--- config.mk ---
export PLATFORM = sky130hd
export DESIGN_NAME = segmented_prime_sieve_unit
export DESIGN_NICKNAME = d
export VERILOG_FILES = /design/src/rtl/core/sps_pkg.sv /design/src/rtl/core/sps_front.sv /design/src/rtl/core/sps_back.sv /design/src/rtl/core/segmented_prime_sieve_unit.sv
export SDC_FILE = /design/constraint.sdc
export NUM_CORES = 2
export LEC_CHECK = 0
export BUFFER_PORTS_ARGS = -buffer_cell sky130_fd_sc_hd__buf_2
export CAP_MARGIN = 15
export CORE_ASPECT_RATIO = 0.8
export CORE_UTILIZATION = 44
export DETAILED_ROUTE_END_ITERATION = 8
export PLACE_DENSITY_LB_ADDON = 0.3
export SLEW_MARGIN = 20
export SYNTH_ARGS = -nofsm -noshare
export SYNTH_HDL_FRONTEND = slang
export SYNTH_HIERARCHICAL = 1
export SYNTH_SLANG_ARGS = --single-unit
--- constraint.sdc ---
create_clock -name clk -period 19.1 [get_ports clk]
set_input_delay 1.91 -clock clk [delete_from_list [all_inputs] [get_ports clk]]
set_output_delay 1.91 -clock clk [all_outputs]
set_load 0.01 [all_outputs]
--- src/rtl/core/sps_pkg.sv ---
`default_nettype none
package sps_pkg;
  localparam logic [1:0] STATUS_OK       = 2'd0;
  localparam logic [1:0] STATUS_ORDER    = 2'd1;
  localparam logic [1:0] STATUS_TOO_LONG = 2'd2;

  // classified transaction handed from front to back
  typedef struct packed {
    logic [31:0] low;
    logic [31:0] high;
    logic [1:0]  status;
  } job_t;
endpackage
`default_nettype wire

--- src/rtl/core/sps_front.sv ---
`default_nettype none
module sps_front #(
  parameter int VALUE_BITS = 20,
  parameter int SEG_MAX    = 64
) (
  input  wire logic                  clk,
  input  wire logic                  rst,
  input  wire logic                  in_valid,
  output logic                       in_ready,
  input  wire logic [VALUE_BITS-1:0] range_low,
  input  wire logic [VALUE_BITS-1:0] range_high,
  output logic                       job_valid,
  input  wire logic                  job_ready,
  output sps_pkg::job_t              job
);
  import sps_pkg::*;

  job_t                job_in;
  logic [VALUE_BITS:0] span;

  // classify range and check its length
  always_comb begin
    span          = {1'b0, range_high} - {1'b0, range_low};
    job_in        = '0;
    job_in.low    = 32'(range_low);
    job_in.high   = 32'(range_high);
    job_in.status = STATUS_OK;
    if (range_high < range_low) begin
      job_in.status = STATUS_ORDER;
    end else if (span >= (VALUE_BITS+1)'(SEG_MAX)) begin
      job_in.status = STATUS_TOO_LONG;
    end
  end

  // two-entry queue toward the back end
  job_t q [2];
  logic wp, rp;
  logic [1:0] cnt;
  assign in_ready  = (cnt != 2'd2);
  assign job_valid = (cnt != 2'd0);
  assign job       = q[rp];

  always_ff @(posedge clk) begin
    if (in_valid && in_ready) begin
      q[wp] <= job_in;
    end
    if (rst) begin
      wp  <= 1'b0;
      rp  <= 1'b0;
      cnt <= 2'd0;
    end else begin
      if (in_valid && in_ready) begin
        wp <= ~wp;
      end
      if (job_valid && job_ready) begin
        rp <= ~rp;
      end
      cnt <= cnt + 2'((in_valid && in_ready) ? 1 : 0) - 2'((job_valid && job_ready) ? 1 : 0);
    end
  end

  assert property (@(posedge clk) disable iff (rst) cnt != 2'd3)
    else $error("queue count overflow");
  assert property (@(posedge clk) disable iff (rst)
    (cnt == 2'd2 && !job_ready) |=> cnt == 2'd2)
    else $error("queue lost an entry");
  assert property (@(posedge clk) disable iff (rst) job_valid |-> job.status != 2'd3)
    else $error("bad status code queued");
endmodule
`default_nettype wire

--- src/rtl/core/sps_back.sv ---
`default_nettype none
module sps_back #(
  parameter int VALUE_BITS = 20,
  parameter int SEG_MAX    = 64
) (
  input  wire logic                  clk,
  input  wire logic                  rst,
  input  wire logic                  job_valid,
  output logic                       job_ready,
  input  wire sps_pkg::job_t         job,
  output logic                       out_valid,
  input  wire logic                  out_ready,
  output logic [VALUE_BITS-1:0]      number,
  output logic                       is_prime,
  output logic [1:0]                 status,
  output logic                       last
);
  import sps_pkg::*;

  localparam int RB        = (VALUE_BITS + 1) / 2;
  localparam int BASE_DEPTH = 1 << RB;
  localparam int SB        = (SEG_MAX > 1) ? $clog2(SEG_MAX) : 1;
  localparam int CB        = SB + 1;
  localparam int DB        = $clog2(VALUE_BITS);

  localparam logic [3:0] S_IDLE  = 4'd0;
  localparam logic [3:0] S_SQRT  = 4'd1;
  localparam logic [3:0] S_BINIT = 4'd2;
  localparam logic [3:0] S_BOUT  = 4'd3;
  localparam logic [3:0] S_BMARK = 4'd4;
  localparam logic [3:0] S_SINIT = 4'd5;
  localparam logic [3:0] S_PRD   = 4'd6;
  localparam logic [3:0] S_PCHK  = 4'd7;
  localparam logic [3:0] S_DIV   = 4'd8;
  localparam logic [3:0] S_SMARK = 4'd9;
  localparam logic [3:0] S_ERD   = 4'd10;
  localparam logic [3:0] S_EMIT  = 4'd11;
  localparam logic [3:0] S_ERR   = 4'd12;
  localparam logic [3:0] S_BCHK  = 4'd13;

  logic [3:0]            state;
  logic [VALUE_BITS-1:0] low, high;
  logic [1:0]            err;
  logic [RB:0]           limit;     // floor(sqrt(high))
  logic [RB:0]           bit_pos;   // one-hot-ish trial bit for sqrt
  logic [RB:0]           i;         // base sieve / prime walk index
  logic [2*RB+1:0]       j;         // marking pointer
  logic [VALUE_BITS:0]   rem;       // remainder of low / p
  logic [DB-1:0]         dcnt;
  logic [DB-1:0]         bit_idx;
  logic [CB-1:0]         k;
  logic [CB-1:0]         len;
  logic                  base_mem [BASE_DEPTH];
  logic                  seg_mem  [SEG_MAX];
  logic                  base_rd;
  logic                  seg_rd_out;
  logic [2*RB+1:0]       trial_sq;
  logic [RB:0]           trial;
  logic [2*RB+1:0]       i_sq;
  logic [VALUE_BITS:0]   rem_sh;
  logic [VALUE_BITS:0]   rem_nx;
  logic [VALUE_BITS+1:0] jm;

  // sqrt trial and products (narrow multipliers, one per state path)
  always_comb begin
    trial    = limit | bit_pos;
    trial_sq = (2*RB+2)'(trial) * (2*RB+2)'(trial);
    i_sq     = (2*RB+2)'(i) * (2*RB+2)'(i);
    bit_idx  = DB'(VALUE_BITS - 1) - dcnt;
    rem_sh   = {rem[VALUE_BITS-1:0], low[bit_idx]};
    rem_nx   = (rem_sh >= (VALUE_BITS+1)'(i)) ? rem_sh - (VALUE_BITS+1)'(i) : rem_sh;
    jm       = (VALUE_BITS+2)'(j) - (VALUE_BITS+2)'(low);
  end

  assign job_ready = (state == S_IDLE);
  assign is_prime  = seg_rd_out;

  always_ff @(posedge clk) begin
    if (rst) begin
      state     <= S_IDLE;
      out_valid <= 1'b0;
    end else begin
      case (state)
        S_IDLE: begin
          if (job_valid) begin
            low   <= job.low[VALUE_BITS-1:0];
            high  <= job.high[VALUE_BITS-1:0];
            err   <= job.status;
            len   <= CB'(job.high[VALUE_BITS-1:0] - job.low[VALUE_BITS-1:0]) + CB'(1);
            limit <= '0;
            bit_pos <= (RB+1)'(1) << (RB - 1);
            state <= (job.status != STATUS_OK) ? S_ERR : S_SQRT;
          end
        end
        // bitwise integer square root, one bit per cycle
        S_SQRT: begin
          if (trial_sq <= (2*RB+2)'(high)) limit <= trial;
          bit_pos <= bit_pos >> 1;
          if (bit_pos == (RB+1)'(1)) begin
            i     <= '0;
            state <= S_BINIT;
          end
        end
        // base flags 0..limit set, 0 and 1 cleared
        S_BINIT: begin
          base_mem[i[RB-1:0]] <= (i >= (RB+1)'(2));
          if (i == limit || i == (RB+1)'(BASE_DEPTH - 1)) begin
            i     <= (RB+1)'(2);
            state <= S_BOUT;
          end else begin
            i <= i + 1'b1;
          end
        end
        // outer base loop: read flag of i
        S_BOUT: begin
          if (i_sq > (2*RB+2)'(limit)) begin
            k     <= '0;
            state <= S_SINIT;
          end else begin
            base_rd <= base_mem[i[RB-1:0]];
            j       <= i_sq;
            state   <= S_BCHK;
          end
        end
        S_BCHK: begin
          if (base_rd) state <= S_BMARK;
          else begin
            i     <= i + 1'b1;
            state <= S_BOUT;
          end
        end
        S_BMARK: begin
          if (j > (2*RB+2)'(limit)) begin
            i     <= i + 1'b1;
            state <= S_BOUT;
          end else begin
            base_mem[j[RB-1:0]] <= 1'b0;
            j <= j + (2*RB+2)'(i);
          end
        end
        // segment flags set, 0 and 1 cleared
        S_SINIT: begin
          seg_mem[k[SB-1:0]] <= !((VALUE_BITS+1)'(low) + (VALUE_BITS+1)'(k) <= (VALUE_BITS+1)'(1));
          if (k + 1'b1 == len) begin
            i     <= (RB+1)'(2);
            state <= S_PRD;
          end else begin
            k <= k + 1'b1;
          end
        end
        S_PRD: begin
          if (i > limit) begin
            k     <= '0;
            state <= S_ERD;
          end else begin
            base_rd <= base_mem[i[RB-1:0]];
            state   <= S_PCHK;
          end
        end
        // bit-serial remainder of low by p
        S_PCHK: begin
          if (!base_rd) begin
            i     <= i + 1'b1;
            state <= S_PRD;
          end else begin
            rem   <= '0;
            dcnt  <= '0;
            state <= S_DIV;
          end
        end
        // first multiple at or above low; p*p floor is applied in S_SMARK
        S_DIV: begin
          rem  <= rem_nx;
          dcnt <= dcnt + 1'b1;
          if (dcnt == DB'(VALUE_BITS - 1)) begin
            state <= S_SMARK;
            if (rem_nx == '0)
              j <= (2*RB+2)'(low);
            else
              j <= (2*RB+2)'(low) + (2*RB+2)'(i) - (2*RB+2)'(rem_nx);
          end
        end
        S_SMARK: begin
          if (j < i_sq) j <= i_sq;
          else if (j > (2*RB+2)'(high)) begin
            i     <= i + 1'b1;
            state <= S_PRD;
          end else begin
            seg_mem[jm[SB-1:0]] <= 1'b0;
            j <= j + (2*RB+2)'(i);
          end
        end
        // emit results through output register
        S_ERD: begin
          if (!out_valid || out_ready) begin
            seg_rd_out <= seg_mem[k[SB-1:0]];
            number     <= low + VALUE_BITS'(k);
            status     <= STATUS_OK;
            last       <= (k + 1'b1 == len);
            out_valid  <= 1'b1;
            if (k + 1'b1 == len) state <= S_EMIT;
            k <= k + 1'b1;
          end
        end
        S_EMIT: begin
          if (out_ready) begin
            out_valid <= 1'b0;
            state     <= S_IDLE;
          end
        end
        S_ERR: begin
          if (!out_valid || out_ready) begin
            seg_rd_out <= 1'b0;
            number     <= '0;
            status     <= err;
            last       <= 1'b1;
            out_valid  <= 1'b1;
            state      <= S_EMIT;
          end
        end
        default: state <= S_IDLE;
      endcase
    end
  end

  assert property (@(posedge clk) disable iff (rst) (out_valid && last) |-> status != 2'd3)
    else $error("bad status");
  assert property (@(posedge clk) disable iff (rst)
    (out_valid && status != STATUS_OK) |-> (last && !is_prime))
    else $error("error result malformed");
  assert property (@(posedge clk) disable iff (rst) (state == S_IDLE) |-> !out_valid)
    else $error("result pending while idle");
endmodule
`default_nettype wire

--- src/rtl/core/segmented_prime_sieve_unit.sv ---
`default_nettype none
// channel | handshake            | payload
// in      | in_valid / in_ready   | range_low, range_high
// out     | out_valid / out_ready | number, is_prime, status, last
// front end classifies and queues up to two ranges; back end sieves one at a time
// per range: bitwise sqrt of high, base flag init up to limit, base sieve by marking,
// segment flag init, then per base prime a bit-serial remainder of low and segment
// marks, then one result per cycle while out_ready is high
// rst is synchronous and clears control state; memories are rewritten per range
// out stall holds the back end; input stalls only when the queue is full
module segmented_prime_sieve_unit #(
  parameter int VALUE_BITS = 20,
  parameter int SEG_MAX    = 64
) (
  input  wire logic                  clk,
  input  wire logic                  rst,
  input  wire logic                  in_valid,
  output logic                       in_ready,
  input  wire logic [VALUE_BITS-1:0] range_low,
  input  wire logic [VALUE_BITS-1:0] range_high,
  output logic                       out_valid,
  input  wire logic                  out_ready,
  output logic [VALUE_BITS-1:0]      number,
  output logic                       is_prime,
  output logic [1:0]                 status,
  output logic                       last
);
  import sps_pkg::*;

  job_t job;
  logic job_valid, job_ready;

  sps_front #(.VALUE_BITS(VALUE_BITS), .SEG_MAX(SEG_MAX)) u_front (
    .clk, .rst, .in_valid, .in_ready, .range_low, .range_high,
    .job_valid, .job_ready, .job
  );

  sps_back #(.VALUE_BITS(VALUE_BITS), .SEG_MAX(SEG_MAX)) u_back (
    .clk, .rst, .job_valid, .job_ready, .job,
    .out_valid, .out_ready, .number, .is_prime, .status, .last
  );
endmodule
`default_nettype wire
==> key figures <==
Setup path
  – Critical Path Start Type: flop
  – CP endpoint kind: flop
  – CP Data Arrival Time: 10090 ps
  – Buf/Inv on CP: 7
  – CP Max Fanout: 64
  – Reg2Reg Setup Slack: 9450 ps
  – Top delay family on crit path: adder cells
  – CP Class: reg2reg
  – Max incr delay on CP: 900 ps
  – Critical path required time: 19540 ps
  – Slowest stage cell, crit path: edfxtp_1

Timing
  – Final Hold Viols: 0
  – Minimum clock period after layout: slightly below 10000 ps
  – Slew @ Worst Pin: 1200 ps
  – Final Skew: around 40 ps
  – Final WS setup: about 9400 ps
  – RSZ-0062 raised after global routing: false
  – Setup violators final: 0
  – Relative slew slack: 19.5%
  – Period utilization: approximately half
  – Slew Limit Fails: 0
  – Fin Setup TNS: 0 ps
  – FMAX: 0.104 GHz

Route
  – DR WL/cell: 24.3 um
  – Overall routed net length: between 150 and 200 mm
  – DR vias/cell: 6.16
  – Residual DRC: 0
  – ANT nets after route: 0
  – Router iterations before antenna repair: 6
  – Vias: a little under 50000
  – Detailed Route Iter0 Violations: 5530

Placement
  – Dpl hpwl: between 100 and 150 mm
  – Post-Place Cells: 7530
  – IO buf count: 69
  – Place WS: 9170 ps
  – Dpl cell area: 76400 um2
  – GP Congestion: 0.920

CTS
  – CTS resizes: 0
  – Clk_lat worst skew: between 700 and 800 ps
  – TritonCTS clock tree: built
  – Clock sinks: 1357
  – Maximum clock insertion buffer count: 3
  – Clk root buf: clkbuf_16
  – Clk slew on worst S/H paths: ~60 ps
  – CTS H-tree depth: 4
  – Total CTS buffers: 142
  – Setup bufs post-CTS: 0
  – Hold-fix buffers, CTS: 0

GRT
  – Vias in the first global route: around 47000
  – First-pass GRT wire length: between 200 and 300 mm
  – Initial antenna violation count: 4
  – GRT Total Usage: 22.3%
  – GRT overflow: 0
  – Largest net degree at the start of global routing: 311

Layout
  – Post-route design area: 81100 um2
  – Fillers: 14600
  – Share of cells above drive strength 1: 16.5%
  – Finished Layout Cells: approximately 7800
  – Final net count: 5904
  – P&R area growth vs syn: 9.85%

Floorplan
  – Core area: 167000 um2
  – Die height: 368 um
  – Die Span X: 460 um
  – IO Count: 70
  – Initial Util: approximately 44%
  – Full die area: 169000 um2
  – Num rows: 134

Yosys
  – Synthesized net count: 6071
  – Synth warnings: 6
  – Syn_area_per_cell: 13.2 um2
  – Cells after Synth: 5604
  – Synthesized cell area: approximately 74000 um2

Run
  – Max-cap viol count: 0

Worst hold path
  – HP Class: reg2reg

Run status
  – Status: completed
==> cell usage in the layout, fill, tap and decap left out, drive strengths merged, types with 29 or more instances in the layout <==
| master | n |
|---|---|
| edfxtp | 1331 |
| nor3 | 950 |
| mux4 | 367 |
| inv | 310 |
| ha | 294 |
| nor2 | 269 |
| buf | 189 |
| clkbuf | 184 |
| nor4 | 164 |
| nand2 | 161 |
| fa | 129 |
| xnor2 | 112 |
| a21oi | 109 |
| o21ai | 81 |
| mux2 | 65 |
| clkinv | 62 |
| a21o | 60 |
| nand3 | 57 |
| o32ai | 55 |
| xor2 | 47 |
| o22ai | 45 |
| mux2i | 34 |
| nand2b | 32 |
| nand4 | 29 |
==> per-layer routing <==
| layer | global-route usage (%) | up-vias | wire length, um |
|---|---|---|---|
| met3 | 3.87 | 242 | 14600 |
| met5 | 0 | - | 0 |
| met4 | 5.42 | 0 | 3630 |
| met1 | 34.7 | 24700 | 88100 |
| met2 | 32.2 | 1778 | 83200 |
| li1 | - | 21300 | - |
==> final cells by class <==
cell class              instances  area, um2  share of cell area [%]
repair buffers                190       1410                    1.74
multi-input cells            3440      30700                    37.8
inverters                     306       1150                    1.42
clock inverters                75        706                   0.870
clock buffers                 183       3800                    4.69
well taps                    2244       2810                    3.46
flip-flops and latches       1357      40500                    50.0
diodes                          2       5.00                 0.00617
==> stage by stage <==
step / hold WS, ps / utilization [%]
after floorplan: 481 / -
after global placement: 500 / 45.8
after detailed placement: 510 / 45.8
after CTS: 523 / 48.5
after global routing: 547 / 48.6
final: 527 / 48.6
==> sequential cells by signal (all words and copies together), names as in the netlist, 10 cells and up, named ones only <==
| name | cells |
|---|---|
| u_back/base_mem | 1024 |
| u_front/q | 84 |
| u_back/seg_mem | 64 |
| u_back/j | 22 |
| u_back/high | 20 |
| u_back/low | 20 |
| u_back/number | 20 |
| u_back/rem | 20 |
| u_back/i | 11 |
| u_back/bit_pos | 10 |
| u_back/limit | 10 |
==> path summary, 6_finish.rpt <==
check	startpoint	endpoint	cells after the start
setup / recovery	u_back/i[6]	u_back/seg_mem[51]	30
hold / removal	u_front/rp	flop	2
setup reg to reg	u_back/i[6]	u_back/seg_mem[51]	30
hold reg to reg	u_front/rp	flop	2
==> worst reg2reg max path, delay by kind of cell, from the launching register on <==
kind | cells | cell delay (ps)
xor gates and xnor gates | 1 | 240
adders and majority gates | 8 | 3410
and+or+nand+nor | 9 | 2060
AOI/OAI and AO/OA | 5 | 1420
buffers and inverters | 7 | 1280
DFF | 1 | 900
Power is left out: the tool's default activity adds up to more than one toggle a clock period on the data nets, which glitch-free logic cannot reach.
